--- config.mk ---
export PLATFORM = sky130hd
export DESIGN_NAME = flat_json_object_checker_top
export DESIGN_NICKNAME = d
export VERILOG_FILES = /design/src/rtl/fjoc_pkg.sv /design/src/rtl/fjoc_step.sv /design/src/rtl/flat_json_object_checker_top.sv
export SDC_FILE = /design/constraint.sdc
export NUM_CORES = 1
export LEC_CHECK = 0
export BUFFER_PORTS_ARGS = -buffer_cell sky130_fd_sc_hd__buf_2
export CAP_MARGIN = 20
export CORE_MARGIN = 8
export CORE_UTILIZATION = 60
export DETAILED_ROUTE_END_ITERATION = 10
export PLACE_DENSITY = 0.9
export SYNTH_ARGS = -nofsm -noshare
export SYNTH_HDL_FRONTEND = slang
export SYNTH_SLANG_ARGS = --single-unit
export TNS_END_PERCENT = 5
--- constraint.sdc ---
create_clock -name clk_i -period 4.1 [get_ports clk_i]
set_clock_uncertainty 0.2 [all_clocks]
set_input_delay 0.82 -clock clk_i [delete_from_list [all_inputs] [get_ports clk_i]]
set_output_delay 0.82 -clock clk_i [all_outputs]
set_load 0.02 [all_outputs]
--- src/rtl/fjoc_pkg.sv ---
// Package: phase and status codes, character constants and result type of the JSON object checker.
`default_nettype none
package fjoc_pkg;

  // Parser phase codes; codes 12 to 15 are unused and behave as idle
  typedef enum logic [3:0] {
    PH_IDLE       = 4'd0,
    PH_OPENED     = 4'd1,
    PH_KEY        = 4'd2,
    PH_KEY_ESC    = 4'd3,
    PH_KEY_HEX    = 4'd4,
    PH_AFTER_KEY  = 4'd5,
    PH_BEFORE_VAL = 4'd6,
    PH_VAL        = 4'd7,
    PH_VAL_ESC    = 4'd8,
    PH_VAL_HEX    = 4'd9,
    PH_AFTER_VAL  = 4'd10,
    PH_BEFORE_KEY = 4'd11
  } phase_e;

  typedef enum logic [1:0] {
    ST_BUSY = 2'd0,
    ST_DONE = 2'd1,
    ST_ERR  = 2'd2,
    ST_IDLE = 2'd3
  } status_e;

  typedef enum logic [1:0] {
    ROLE_NONE   = 2'd0,
    ROLE_KEY    = 2'd1,
    ROLE_VALUE  = 2'd2,
    ROLE_STRUCT = 2'd3
  } role_e;

  localparam int unsigned HexW = 3;
  localparam logic [HexW-1:0] HexDigits = 3'd4;

  localparam logic [7:0] ChSpace  = 8'h20;
  localparam logic [7:0] ChTab    = 8'h09;
  localparam logic [7:0] ChCr     = 8'h0D;
  localparam logic [7:0] ChLf     = 8'h0A;
  localparam logic [7:0] ChLBrace = 8'h7B;
  localparam logic [7:0] ChRBrace = 8'h7D;
  localparam logic [7:0] ChColon  = 8'h3A;
  localparam logic [7:0] ChComma  = 8'h2C;
  localparam logic [7:0] ChQuote  = 8'h22;
  localparam logic [7:0] ChBslash = 8'h5C;
  localparam logic [7:0] ChSlash  = 8'h2F;
  localparam logic [7:0] ChU      = 8'h75;
  localparam logic [7:0] ChB      = 8'h62;
  localparam logic [7:0] ChN      = 8'h6E;
  localparam logic [7:0] ChR      = 8'h72;
  localparam logic [7:0] ChT      = 8'h74;

  // One result word
  typedef struct packed {
    status_e parse_status;
    logic    pair_done;
    logic    key_done;
    role_e   byte_role;
  } result_t;

  function automatic logic is_ws(input logic [7:0] c);
    is_ws = (c == ChSpace) || (c == ChTab) || (c == ChCr) || (c == ChLf);
  endfunction

  function automatic logic is_hex(input logic [7:0] c);
    is_hex = (c >= 8'h30 && c <= 8'h39) || (c >= 8'h61 && c <= 8'h66) ||
             (c >= 8'h41 && c <= 8'h46);
  endfunction

  function automatic logic is_esc_letter(input logic [7:0] c);
    is_esc_letter = (c == ChQuote) || (c == ChBslash) || (c == ChSlash) ||
                    (c == ChB) || (c == ChN) || (c == ChR) || (c == ChT);
  endfunction

endpackage
`default_nettype wire

--- src/rtl/fjoc_step.sv ---
// Transition logic: next parser phase, hex count and result for one byte.
`default_nettype none
module fjoc_step (
  input  var fjoc_pkg::phase_e          phase_i,
  input  var logic [fjoc_pkg::HexW-1:0] hex_left_i,
  input  var logic [7:0]                text_byte_i,
  input  var logic                      first_byte_i,
  output fjoc_pkg::phase_e              phase_o,
  output logic [fjoc_pkg::HexW-1:0]     hex_left_o,
  output fjoc_pkg::result_t             result_o
);

  logic                      in_val;
  fjoc_pkg::phase_e          base;
  fjoc_pkg::role_e           crole;
  logic                      err;
  logic [fjoc_pkg::HexW-1:0] hex_dec;
  fjoc_pkg::phase_e          ph;
  logic [fjoc_pkg::HexW-1:0] hex;
  fjoc_pkg::result_t         res;

  assign in_val = (phase_i == fjoc_pkg::PH_VAL) || (phase_i == fjoc_pkg::PH_VAL_ESC) ||
                  (phase_i == fjoc_pkg::PH_VAL_HEX);
  assign base   = in_val ? fjoc_pkg::PH_VAL : fjoc_pkg::PH_KEY;
  assign crole  = in_val ? fjoc_pkg::ROLE_VALUE : fjoc_pkg::ROLE_KEY;
  assign hex_dec = (hex_left_i != '0) ? hex_left_i - 1'b1 : hex_left_i;

  // Decode the byte against the current phase
  always_comb begin
    ph  = phase_i;
    hex = hex_left_i;
    err = 1'b0;
    res = '{parse_status: fjoc_pkg::ST_BUSY, pair_done: 1'b0, key_done: 1'b0,
            byte_role: fjoc_pkg::ROLE_NONE};
    if (first_byte_i) begin
      if (text_byte_i == fjoc_pkg::ChLBrace) begin
        res.byte_role = fjoc_pkg::ROLE_STRUCT;
        ph  = fjoc_pkg::PH_OPENED;
        hex = '0;
      end else begin
        err = 1'b1;
      end
    end else begin
      case (phase_i)
        fjoc_pkg::PH_KEY, fjoc_pkg::PH_VAL: begin
          if (text_byte_i == fjoc_pkg::ChQuote) begin
            res.byte_role = fjoc_pkg::ROLE_STRUCT;
            if (in_val) begin
              res.pair_done = 1'b1;
              ph = fjoc_pkg::PH_AFTER_VAL;
            end else begin
              res.key_done = 1'b1;
              ph = fjoc_pkg::PH_AFTER_KEY;
            end
          end else if (text_byte_i < fjoc_pkg::ChSpace) begin
            err = 1'b1;
          end else begin
            res.byte_role = crole;
            if (text_byte_i == fjoc_pkg::ChBslash) begin
              ph = in_val ? fjoc_pkg::PH_VAL_ESC : fjoc_pkg::PH_KEY_ESC;
            end
          end
        end
        fjoc_pkg::PH_KEY_ESC, fjoc_pkg::PH_VAL_ESC: begin
          if (fjoc_pkg::is_esc_letter(text_byte_i)) begin
            res.byte_role = crole;
            ph = base;
          end else if (text_byte_i == fjoc_pkg::ChU) begin
            res.byte_role = crole;
            hex = fjoc_pkg::HexDigits;
            ph  = in_val ? fjoc_pkg::PH_VAL_HEX : fjoc_pkg::PH_KEY_HEX;
          end else begin
            err = 1'b1;
          end
        end
        fjoc_pkg::PH_KEY_HEX, fjoc_pkg::PH_VAL_HEX: begin
          if (fjoc_pkg::is_hex(text_byte_i)) begin
            res.byte_role = crole;
            hex = hex_dec;
            if (hex_dec == '0) begin
              ph = base;
            end
          end else begin
            err = 1'b1;
          end
        end
        fjoc_pkg::PH_OPENED: begin
          if (fjoc_pkg::is_ws(text_byte_i)) begin
            res.byte_role = fjoc_pkg::ROLE_NONE;
          end else if (text_byte_i == fjoc_pkg::ChRBrace) begin
            res.byte_role    = fjoc_pkg::ROLE_STRUCT;
            res.parse_status = fjoc_pkg::ST_DONE;
            ph = fjoc_pkg::PH_IDLE;
          end else if (text_byte_i == fjoc_pkg::ChQuote) begin
            res.byte_role = fjoc_pkg::ROLE_STRUCT;
            ph = fjoc_pkg::PH_KEY;
          end else begin
            err = 1'b1;
          end
        end
        fjoc_pkg::PH_BEFORE_KEY: begin
          if (fjoc_pkg::is_ws(text_byte_i)) begin
            res.byte_role = fjoc_pkg::ROLE_NONE;
          end else if (text_byte_i == fjoc_pkg::ChQuote) begin
            res.byte_role = fjoc_pkg::ROLE_STRUCT;
            ph = fjoc_pkg::PH_KEY;
          end else begin
            err = 1'b1;
          end
        end
        fjoc_pkg::PH_AFTER_KEY: begin
          if (fjoc_pkg::is_ws(text_byte_i)) begin
            res.byte_role = fjoc_pkg::ROLE_NONE;
          end else if (text_byte_i == fjoc_pkg::ChColon) begin
            res.byte_role = fjoc_pkg::ROLE_STRUCT;
            ph = fjoc_pkg::PH_BEFORE_VAL;
          end else begin
            err = 1'b1;
          end
        end
        fjoc_pkg::PH_BEFORE_VAL: begin
          if (fjoc_pkg::is_ws(text_byte_i)) begin
            res.byte_role = fjoc_pkg::ROLE_NONE;
          end else if (text_byte_i == fjoc_pkg::ChQuote) begin
            res.byte_role = fjoc_pkg::ROLE_STRUCT;
            ph = fjoc_pkg::PH_VAL;
          end else begin
            err = 1'b1;
          end
        end
        fjoc_pkg::PH_AFTER_VAL: begin
          if (fjoc_pkg::is_ws(text_byte_i)) begin
            res.byte_role = fjoc_pkg::ROLE_NONE;
          end else if (text_byte_i == fjoc_pkg::ChComma) begin
            res.byte_role = fjoc_pkg::ROLE_STRUCT;
            ph = fjoc_pkg::PH_BEFORE_KEY;
          end else if (text_byte_i == fjoc_pkg::ChRBrace) begin
            res.byte_role    = fjoc_pkg::ROLE_STRUCT;
            res.parse_status = fjoc_pkg::ST_DONE;
            ph = fjoc_pkg::PH_IDLE;
          end else begin
            err = 1'b1;
          end
        end
        default: begin
          // Idle and unused codes: ignore the byte until a restart
          res.parse_status = fjoc_pkg::ST_IDLE;
          ph = fjoc_pkg::PH_IDLE;
        end
      endcase
    end
    // Drop everything on a syntax error and go idle
    if (err) begin
      res = '{parse_status: fjoc_pkg::ST_ERR, pair_done: 1'b0, key_done: 1'b0,
              byte_role: fjoc_pkg::ROLE_NONE};
      ph  = fjoc_pkg::PH_IDLE;
      hex = '0;
    end
  end

  assign phase_o    = ph;
  assign hex_left_o = hex;
  assign result_o   = res;

endmodule
`default_nettype wire

--- src/rtl/flat_json_object_checker_top.sv ---
// Top level: input register, parser state and result register of the JSON object checker.
// Use: stream a JSON document in one byte per word on the s_axis channel; tdata carries
// the byte and tuser flags the first byte of a document, which must be an opening brace.
// For every input word one result word leaves on the m_axis channel giving the byte's
// role (whitespace, key content, value content, structural), key-end and pair-end marks,
// and a status: in progress, object complete, syntax error, or idle.
// The parse step runs from the input register straight into the result register: a word
// is held in the input register and moves into the result register once that slot is free.
// Throughput: one word per cycle while m_axis takes every result; the only loop is the phase
// and hex-count register fed back through the combinational parse step.
// After a completed object or an error the parser is idle and reports idle status for
// every byte until a word with tuser set arrives.
// Reset puts the parser idle and empties both registers.
// When m_axis stalls the result is held; the input register still takes one word, and
// then s_axis_tready falls until the result is taken.
`default_nettype none
module flat_json_object_checker_top (
  input  var logic       clk_i,
  input  var logic       rst_ni,
  input  var logic       s_axis_tvalid,
  output logic           s_axis_tready,
  input  var logic [7:0] s_axis_tdata,   // [7:0] text_byte
  input  var logic       s_axis_tuser,   // [0] first_byte
  output logic           m_axis_tvalid,
  input  var logic       m_axis_tready,
  output logic [7:0]     m_axis_tdata    // [1:0] byte_role, [2] key_done, [3] pair_done,
                                         // [5:4] parse_status, [7:6] zero
);

  logic                      in_vld_q;
  logic [7:0]                byte_q;
  logic                      first_q;
  logic                      out_vld_q;
  fjoc_pkg::result_t         out_q;
  fjoc_pkg::phase_e          phase_q;
  fjoc_pkg::phase_e          phase_d;
  logic [fjoc_pkg::HexW-1:0] hex_q;
  logic [fjoc_pkg::HexW-1:0] hex_d;
  fjoc_pkg::result_t         res_d;
  logic                      advance;

  // Move the held word into the result register when that slot is free
  assign advance       = in_vld_q && (!out_vld_q || m_axis_tready);
  assign s_axis_tready = !in_vld_q || advance;

  fjoc_step u_step (
    .phase_i      (phase_q),
    .hex_left_i   (hex_q),
    .text_byte_i  (byte_q),
    .first_byte_i (first_q),
    .phase_o      (phase_d),
    .hex_left_o   (hex_d),
    .result_o     (res_d)
  );

  // Input register
  always_ff @(posedge clk_i or negedge rst_ni) begin
    if (!rst_ni) begin
      in_vld_q <= 1'b0;
    end else if (s_axis_tready) begin
      in_vld_q <= s_axis_tvalid;
    end
  end

  always_ff @(posedge clk_i) begin
    if (s_axis_tready && s_axis_tvalid) begin
      byte_q  <= s_axis_tdata;
      first_q <= s_axis_tuser;
    end
  end

  // Parser state advances with each word that is processed
  always_ff @(posedge clk_i or negedge rst_ni) begin
    if (!rst_ni) begin
      phase_q   <= fjoc_pkg::PH_IDLE;
      hex_q     <= '0;
      out_vld_q <= 1'b0;
    end else begin
      if (advance) begin
        phase_q <= phase_d;
        hex_q   <= hex_d;
      end
      if (advance) begin
        out_vld_q <= 1'b1;
      end else if (m_axis_tready) begin
        out_vld_q <= 1'b0;
      end
    end
  end

  // Result register
  always_ff @(posedge clk_i) begin
    if (advance) begin
      out_q <= res_d;
    end
  end

  assign m_axis_tvalid = out_vld_q;
  assign m_axis_tdata  = {2'b00, out_q};

endmodule
`default_nettype wire

==> metrics.yaml, run 1 <==
run_status:
  outcome: "completed"
sta:
  slew_violations: 0
  setup_viol: 0
  fin_tns_setup_ps: 0
  fmax_mhz: 322
  period_share_pct: 75.7
  worstMarginPinSlew_ps: 683
  period_minus_slack_ps: 3100
  relSlewSlack_pct: 54.2
  hold_viol: 0
  rsz0062_at_grt: "no"
yosys:
  synthAdderAreaFrac_pct: 3.59
  ys_seq_area_share_pct: 33.5
  ys_async_sr_fraction_pct: 37.5
  synth_simple_gate_area_share_pct: 29.5
  synth.mux.area_fraction_pct: 1.73
  synth.top_cells.by_area: "edfxtp_1 22%, dfrtp_1 11%, nand2b_1 4.0%, a21oi_1 3.7%, nand2_1 3.2%"
  synth_cells: 225
  yosysWarnings: 0
  yosys_most_used_dff: "edfxtp_1"
  synth-compound-area-share_pct: 25.7
  syn_avg_cell_area_sq_um: 8.98
  synth_top_family_by_area: "simple AND/OR/NAND/NOR gates"
  synth_enable_flop_cells: 15
  synth_top_area_cell: "edfxtp_1"
  synthDominantCellAreaShare_pct: 22.3
  ys_seq_elements: 24
  synth_cell_type_count: 60
  netlist_area_sq_mm: 0.00202
  synth_xor_area_share_pct: 0
power:
  swShare_pct: 29.0
  powerDensity_mw_per_mm2: 245
  p_int_uw: 376
  combinationalPowerShare_pct: 21.1
  p_leak_nw: 0.810
  finalPower_uw: 530
  seqPwrFrac_pct: 55.3
  p_sw_uw: 153
  p_clk_share_pct: 23.7
  ir_worst_vdd_uv: 147
route:
  wl_per_cell_um: 17.0
  routed_wl_um: 4800
  ant_nets: 0
  wl_met3_um: 463
  wl_met2_um: 2240
  drt-met1-wl_um: 1940
  drc: 0
  vias_per_cell: 6.58
  dr_total_vias: 1863
  first_pass_iters: 5
  drt_iter0_drc: 299
  routed.top_layer: "met4"
global_route:
  grt_pass1_vias: 1680
  grt.total_usage_pct: 18.4
  grt_start_max_net_pins: 23
  grt_pass1_wl_um: 7980
  gr-total-overflow: 0
  antenna_found_initial: 0
clock_network:
  cts_buffers: 3
  cts_buffer_depth: 2
  cts_tree: "yes"
  clk_latency_ps: 320
  ctsResizeCount: 0
  cts_root_buf: "clkbuf_4"
  cts_num_sinks: 24
  hold_buffers: 0
  post-cts-setup-buffer-count: 0
  path_clk_slew_ps: 130
  htree_levels: 1
floorplanning:
  dieArea_sq_mm: 0.00548
  core_sq_mm: 0.00328
  ios: 23
  die_height_um: 74.0
  start_util_pct: 61.5
  num_rows: 21
  die_w_um: 74.0
place:
  post-dp-hpwl_um: 3720
  gp_congestion: 1.03
  io_buffers: 20
  dpl_cell_area_sq_mm: 0.00212
cells_and_area:
  final_layout_size_suffix_gt1_share_pct: 17.3
  syn2layout_area_growth_pct: 6.88
  design_area_sq_mm: 0.00216
  final_nets: 256
  n_antenna_cell: 0
setup_path:
  path_max_fanout: 6
  arrival_ps: 3130
  critPathKind: "reg -> reg"
  r2r-end: "phase_q[0]"
  critPathCaptureType: "flip-flop"
  rrSetupSlack_ps: 1000
  r2r_cells: 10
  r2r-start: "hex_q[0]"
  required_ps: 4130
  cp-start-kind: "flip-flop"
job:
  max_cap_viol_count: 0
min_path:
  min_path_type: "in -> async"
## per-stage QoR
step                worst slack (ps)  std cells  util [%]  hold WS [ps]
detailed placement              1030        279      64.6           297
finish                           996        283      65.7           124
CTS                              996        283      65.7           133
global placement                1080        279      64.6           287
floorplan                       1310        226         -           257
global route                     804        283      65.7           127
## power by group through the flow
stage                     logic, mW  clock network [mW]  registers [mW]
final                         0.112               0.125           0.293
after global routing          0.125               0.138           0.295
after CTS                     0.112               0.127           0.292
after detailed placement      0.111                   0           0.298
after global placement        0.108                   0           0.297
after floorplan              0.0876                   0           0.293
## Yosys cell counts, types with 3 or more instances
cell type and instances:
nor2_1 13, a211oi_1 3, a31oi_1 4, nor4_1 6
nand3b_1 3, a41oi_1 3, clkbuf_1 10, and2_1 5
o31ai_1 3, nor2b_1 10, o22ai_1 4, a21oi_1 15
ha_1 5, nand3_1 6, a31o_2 3, nand2b_1 13
nor3_1 12, inv_1 11, edfxtp_1 15, a22o_1 3
dfrtp_1 9, o21ai_0 5, nand2_1 17, a21o_1 3
## worst max-delay path by stage
stage	from	endpoint	slack (ps)	depth (start not counted)
2_1_floorplan	phase_q[1]	phase_q[1]	1310	12
3_5_place_dp	hex_q[0]	phase_q[0]	1030	10
4_1_cts	hex_q[0]	phase_q[0]	1000	10
6_report	hex_q[0]	phase_q[0]	1000	10
5_1_grt	hex_q[0]	phase_q[0]	800	10
3_3_place_gp	hex_q[0]	phase_q[0]	1080	10
## sequential cells by signal (all words and copies together), names as in the netlist
register       flops
in_vld_q           1
m_axis_tdata       6
phase_q            4
m_axis_tvalid      1
byte_q             8
hex_q              3
first_q            1
## area by class of cell
type                    count  area (sq um)
multi-input cells         175          1230
repair buffers             22           115
flip-flops and latches     24           676
well taps                  46          57.6
clock buffers               4          36.3
inverters                  12          45.0
fillers                   259          1130
## metal layers
metal	vias to the layer above	global-route usage [%]
li1	877	-
met1	853	23.7
met2	118	29.7
met3	15	3.77
met4	0	6.87
met5	-	0
## cells by family (layout without fill, tap and decap cells)
group | count (synthesis) | in the layout
flops | 24 | 24
buf+inv | 27 | 38
simple gates | 100 | 100
fa+ha+maj | 6 | 6
compound gates | 64 | 64
other cells | 1 | 2
mux | 3 | 3
## layout by cell type, fill, tap and decap left out, drive strengths merged, types with 3 or more instances in the layout
| master | count |
|---|---|
| a211oi | 3 |
| a21o | 3 |
| a21oi | 15 |
| a22o | 3 |
| a31o | 3 |
| a31oi | 4 |
| a41oi | 3 |
| and2 | 5 |
| buf | 22 |
| clkbuf | 4 |
| dfrtp | 9 |
| edfxtp | 15 |
| ha | 5 |
| inv | 12 |
| nand2 | 17 |
| nand2b | 13 |
| nand3 | 7 |
| nand3b | 3 |
| nor2 | 13 |
| nor2b | 10 |
| nor3 | 12 |
| nor4 | 6 |
| o21ai | 5 |
| o22ai | 4 |
| o31ai | 3 |
## worst max-delay path, stage by stage, from the launching register on
cell	delay (ps)
dfrtp_1	440
inv_1	110
ha_1	180
ha_1	250
or3b_2	480
a21oi_1	180
nor3_1	70
nor4_1	290
o2111ai_1	270
a21boi_4	240
mux2_4	310
No activity file was read; power rests on OpenSTA's default activity.
==> run 2: changes to the inputs <==
--- a/config.mk
+++ b/config.mk
@@ -8,9 +8,9 @@
 export BUFFER_PORTS_ARGS = -buffer_cell sky130_fd_sc_hd__buf_2
 export CAP_MARGIN = 20
 export CORE_MARGIN = 8
-export CORE_UTILIZATION = 60
+export CORE_UTILIZATION = 53
 export DETAILED_ROUTE_END_ITERATION = 10
-export PLACE_DENSITY = 0.9
+export PLACE_DENSITY = 0.84
 export SYNTH_ARGS = -nofsm -noshare
 export SYNTH_HDL_FRONTEND = slang
 export SYNTH_SLANG_ARGS = --single-unit
==> constraint.sdc (replaced) <==
create_clock -name clk_i -period 2.6 [get_ports clk_i]
set_clock_uncertainty 0.2 [all_clocks]
set_input_delay 0.52 -clock clk_i [delete_from_list [all_inputs] [get_ports clk_i]]
set_output_delay 0.52 -clock clk_i [all_outputs]
set_load 0.02 [all_outputs]
==> metrics.yaml, run 2 (synthesis gave the netlist of run 1 again) <==
run_status:
  outcome: "complete, but fails checks"
  violations: "negative setup slack"
clock_network:
  cts_buffer_depth: 2  # unchanged
  cts_num_sinks: 24  # unchanged
  cts_root_buf: "clkbuf_8"
  cts_buffers: 3  # unchanged
  clk_latency_ps: 270  # -50 ps
  htree_levels: 1  # unchanged
  path_clk_slew_ps: 90  # -40 ps
  cts_tree: "yes"
setup_path:
  critPathCaptureType: "flip-flop"
  cp-endpoint: "phase_q[0]"
  r2r-end: "phase_q[0]"
  critical_path.slowest_cell: "edfxtp_1"
  critPathKind: "reg -> reg"
  path_max_fanout: 4  # -2
  rrSetupSlack_ps: -140  # -1140 ps
  arrival_ps: 2700  # -430 ps
  worst_path_largest_cell_delay_ps: 450  # -30 ps
  cp_cell_sequence: "buf_6 -> nand4bb_4 -> or4_4 -> and4_4 -> o41ai_4 -> nand3_4 -> a21boi_4 -> mux2_4"
  cp-start-kind: "flip-flop"
  required_ps: 2560  # -1570 ps
  r2r_cells: 8  # -2
  r2r-start: "byte_q[3]"
  crit_start: "byte_q[3]"
sta:
  worst_slack_ps: -143  # -1140 ps
  period_minus_slack_ps: 2740  # -362 ps
  fmax_mhz: 365  # +13%
  holdWs_ps: 223  # +99.2 ps
  hold_viol: 0  # unchanged
  worstMarginPinSlew_ps: 550  # -133 ps
  rsz0062_at_grt: "yes"
  slew_violations: 0  # unchanged
  setup_viol: 10  # +10
  relSlewSlack_pct: 63.0  # +8.9 points
  period_share_pct: 105  # +30 points
route:
  ant_nets: 0  # unchanged
  vias_per_cell: 6.68  # +1.4%
  wl_per_cell_um: 19.7  # +16%
  drt_iter0_drc: 421  # +41%
  first_pass_iters: 5  # unchanged
  dr_total_vias: 2350  # +26%
  drc: 0  # unchanged
  routed_wl_um: 6940  # +45%
floorplanning:
  die_w_um: 77.7  # +5.0%
  num_rows: 22  # +4.8%
  ios: 23  # unchanged
  core_sq_mm: 0.00366  # +11%
  dieArea_sq_mm: 0.00604  # +10%
  die_height_um: 77.7  # +5.0%
  start_util_pct: 55.2  # -6.3 points
cells_and_area:
  n_antenna_cell: 0  # unchanged
  largest_reg_flops: 8  # unchanged
  multi_input_comb_area_sq_mm: 0.00143  # +16%
  largest_register: "byte_q"
  layout_common_cells: "64 x buf_4, 20 x buf_2, 16 x nand2_1"
  design_area_sq_mm: 0.00290  # +34%
  final_layout_size_suffix_gt1_share_pct: 43.8  # +26 points
  seqCellArea_sq_um: 678  # +0.37%
  fillers: 201  # -22%
  syn2layout_area_growth_pct: 43.7
  final_nets: 323  # +26%
  final_common_cell: "buf_4"
  layout.cells.non_filler: 352  # +24%
global_route:
  grt_start_max_net_pins: 17  # -26%
  grt_pass1_vias: 2167  # +29%
  gr-total-overflow: 0  # unchanged
  grt_pass1_wl_um: 10500  # +31%
  antenna_found_initial: 0  # unchanged
  grt.total_usage_pct: 21.2  # +2.7 points
place:
  dp_slack_ps: -158  # -1180 ps
  dpl_cell_area_sq_mm: 0.00256  # +21%
  io_buffers: 20  # unchanged
  post-dp-hpwl_um: 4570  # +23%
  gp_congestion: 0.980  # -4.7%
  placed_cells: 334  # +20%
power:
  p_leak_nw: 1.18  # +46%
  powerDensity_mw_per_mm2: 358  # +46%
  ir_worst_vdd_uv: 385  # +160%
  finalPower_mw: 1.04  # +96%
min_path:
  min_path_type: "in -> reg"
job:
  max_cap_viol_count: 0  # unchanged
## run 2: cell count changes in the layout (fill, tap and decap cells not counted), moves of 3 or more
| cell | change |
|---|---|
| ha_4 | +4 |
| clkbuf_4 | -3 |
| ha_1 | -4 |
| clkbuf_8 | +3 |
| buf_6 | +4 |
| buf_4 | +62 |
## run 2: cell type report
| class | instances | share of cell area, % |
|---|---|---|
| Clock buffer | 4 | 1.90 |
| Timing Repair Buffer | 89 | 21.9 |
| Sequential cell | 24 | 23.4 |
| Tap cell | 48 | 2.07 |
| Multi-Input combinational cell | 175 | 49.2 |
| Inverter | 12 | 1.55 |
## run 2: metal layers
layer,routed length (um),vias up,global-route usage [%]
met5,0,-,0
met4,416,0,7.74
met3,741,53,4.26
met2,3240,213,35.8
met1,2550,1078,25.8
li1,-,1006,-
## run 2: repair_timing
action                     4_1_cts  5_1_grt
pin swaps                       15        9
buffers inserted                 9        4
hold endpoints to repair         9        0
hold buffers                     1        0
setup endpoints to repair       10       12
resized for setup               16       19
## run 2: worst max-delay path, delay by kind of cell, from the launching register on
family	cells	cell delay, ps
and+or+nand+nor	4	910
AOI/OAI and AO/OA	2	630
DFF	1	450
muxes	1	310
buffers and inverters	1	130
## run 2: report_power, final
group	switching, mW	total [mW]	internal (mW)	leakage (nW)
registers	0.0176	0.449	0.431	0.257
logic	0.159	0.332	0.174	0.899
clock network	0.124	0.259	0.135	0.0288
## run 2: how the worst min path moves through the flow
stage,start,to,depth (start not counted)
floorplan,rst_ni,hex_q[0],0
global route,s_axis_tdata[3],byte_q[3],1
global placement,rst_ni,phase_q[3],1
CTS,s_axis_tdata[6],byte_q[6],1
detailed placement,rst_ni,phase_q[3],1
finish,s_axis_tdata[1],byte_q[1],1
## run 2: per-stage QoR
| step | utilization (%) | TNS (ps) |
|---|---|---|
| after floorplan | - | -39.7 |
| final | 79.3 | -645 |
| after global routing | 79.3 | -1410 |
| after detailed placement | 70.1 | -772 |
| after CTS | 75.7 | -293 |
| after global placement | 70.1 | -367 |
==> run 3: changes to the inputs <==
--- a/config.mk
+++ b/config.mk
@@ -10,6 +10,7 @@
 export CORE_MARGIN = 8
 export CORE_UTILIZATION = 53
 export DETAILED_ROUTE_END_ITERATION = 10
+export GPL_TIMING_DRIVEN = 0
 export PLACE_DENSITY = 0.84
 export SYNTH_ARGS = -nofsm -noshare
 export SYNTH_HDL_FRONTEND = slang
==> metrics.yaml, run 3 (synthesis gave the netlist of run 1 again) <==
run_status:
  outcome: "complete, but fails checks"
  violations: "negative setup slack"
clock_network:
  cts_tree: "yes"
  clk_latency_ps: 270  # about the same
  htree_levels: 1  # unchanged
  cts_num_sinks: 24  # unchanged
  cts_root_buf: "clkbuf_8"
  path_clk_slew_ps: 90  # about the same
  cts_buffers: 3  # unchanged
  cts_buffer_depth: 2  # unchanged
place:
  io_buffers: 20  # unchanged
  dpl_cell_area_sq_mm: 0.00224  # -13%
  gp_congestion: 0.963  # -1.7%
  post-dp-hpwl_um: 3990  # -13%
route:
  dr_total_vias: 2147  # -8.6%
  vias_per_cell: 6.82  # +2.1%
  ant_nets: 0  # unchanged
  drt_iter0_drc: 364  # -14%
  first_pass_iters: 5  # unchanged
  wl_per_cell_um: 20.2  # +2.6%
  drc: 0  # unchanged
  routed_wl_um: 6370  # -8.2%
min_path:
  min_path_type: "in -> reg"
sta:
  worst_slack_ps: -208  # -65.2 ps
  fin_tns_setup_ps: -1300  # -654 ps
  setup_viol: 11  # +1
  slew_violations: 0  # unchanged
  fmax_mhz: 356  # -2.3%
  rsz0062_at_grt: "yes"
  worstMarginPinSlew_ps: 739  # +189 ps
  relSlewSlack_pct: 50.3  # -13 points
  holdWs_ps: 213  # -10.7 ps
  hold_viol: 0  # unchanged
  period_share_pct: 108  # +2.5 points
  period_minus_slack_ps: 2810  # +65.2 ps
cells_and_area:
  final_nets: 286  # -11%
  layout_common_cells: "21 x buf_4, 21 x buf_2, 17 x nand2_1"
  n_antenna_cell: 0  # unchanged
  design_area_sq_mm: 0.00266  # -8.5%
  final_layout_size_suffix_gt1_share_pct: 37.5  # -6.3 points
  syn2layout_area_growth_pct: 31.5
  final_core_util_pct: 72.5  # -6.7 points
  largest_register: "byte_q"
  largest_reg_flops: 8  # unchanged
setup_path:
  cp-start-kind: "flip-flop"
  cp_cell_sequence: "and4b_1 -> a311o_1 -> a2111oi_4 -> o41ai_4 -> buf_4 -> nand3_2 -> a21oi_1 -> mux2_4"
  path_buf_inv: 1  # unchanged
  critPathKind: "reg -> reg"
  critPathCaptureType: "flip-flop"
  arrival_ps: 2770  # +70 ps
  path_max_fanout: 9  # +5
  critical_path.slowest_cell: "edfxtp_1"
  cpLargestDelayFamily: "compound AO/OA/AOI/OAI gates"
  required_ps: 2570  # about the same
  worst_path_largest_cell_delay_ps: 560  # +110 ps
global_route:
  grt.total_usage_pct: 19.6  # -1.6 points
  grtUsageMet2_pct: 32.2  # -3.6 points
  grt_start_max_net_pins: 15  # -2
  busiest_layer: "met2"
  use_met1_pct: 23.3  # -2.4 points
  antenna_found_initial: 0  # unchanged
  grt_pass1_wl_um: 9700  # -7.6%
  grt_util_met3_pct: 4.49  # +0.23 points
  gr-total-overflow: 0  # unchanged
  grt_pass1_vias: 1959  # -9.6%
floorplanning:
  start_util_pct: 55.2  # unchanged
  core_sq_mm: 0.00366  # unchanged
  die_w_um: 77.7  # unchanged
  die_height_um: 77.7  # unchanged
  dieArea_sq_mm: 0.00604  # unchanged
  ios: 23  # unchanged
  num_rows: 22  # unchanged
power:
  powerDensity_mw_per_mm2: 403  # +12%
  p_leak_nw: 1.03  # -13%
  ir_worst_vdd_uv: 302  # -22%
job:
  max_cap_viol_count: 0  # unchanged
==> run 3: cell types whose count changed in the layout (fill, tap and decap cells not counted), sizes merged <==
cell | before | now
buf | 88 | 47
clkbuf | 4 | 7
bufinv | 0 | 1
==> run 3: cell type report <==
| type | count | area (sq um) |
|---|---|---|
| Inverter | 12 | 45.0 |
| Buffer | 13 | 113 |
| Fill cell | 250 | 1010 |
| Tap cell | 48 | 60.1 |
| Clock inverter | 1 | 30.0 |
| Clock buffer | 3 | 41.3 |
| Multi-Input combinational cell | 175 | 1440 |
| Timing Repair Buffer | 39 | 245 |
| Sequential cell | 24 | 677 |
==> run 3: worst register-to-register path, stage by stage (launching register included) <==
cell and delay [ps]:
edfxtp_1 560, and4b_1 290, a311o_1 400, a2111oi_4 450, o41ai_4 160, buf_4 170
nand3_2 100, a21oi_1 90, mux2_4 270
==> run 3: per-layer routing <==
layer  part of all wire [%]  vias up
met2                     50      171
met1                     37     1006
met3                    9.7       33
met5                      0        -
met4                    3.5        0
li1                       -      937
==> run 3: worst paths after layout <==
kind	start	cells after the start	slack, ps	endpoint
setup reg to reg	byte_q[6]	8	-210	phase_q[0]
setup / recovery	byte_q[6]	8	-210	phase_q[0]
hold / removal	s_axis_tdata[5]	1	210	byte_q[5]
max in group asynchronous	rst_ni	2	1520	phase_q[0]
hold reg to reg	in_vld_q	1	320	m_axis_tvalid
min in group asynchronous	rst_ni	2	440	hex_q[0]
==> run 3: stage by stage <==
step | setup WS, ps | total power, mW | instances
6_report | -208 | 1.07 | 315
5_1_grt | -266 | 1.11 | 315
4_1_cts | -256 | 1.04 | 304
3_5_place_dp | -493 | 0.667 | 294
3_3_place_gp | -443 | 0.659 | 294
2_1_floorplan | -20.2 | 0.615 | 226
==> run 3: timing repair <==
| item | in CTS | in global routing |
|---|---|---|
| pin swaps | 11 | 9 |
| setup buffers | 6 | 12 |
| endpoints found under the setup margin | 12 | 12 |
| hold buffers | 1 | 0 |
| resized for setup | 28 | 23 |
| endpoints found under the hold margin | 9 | 0 |
==> run 3: report_power, final <==
group          internal [mW]  switching [mW]
logic                  0.135           0.146
clock network          0.206           0.131
registers              0.431          0.0192
total                  0.772           0.297
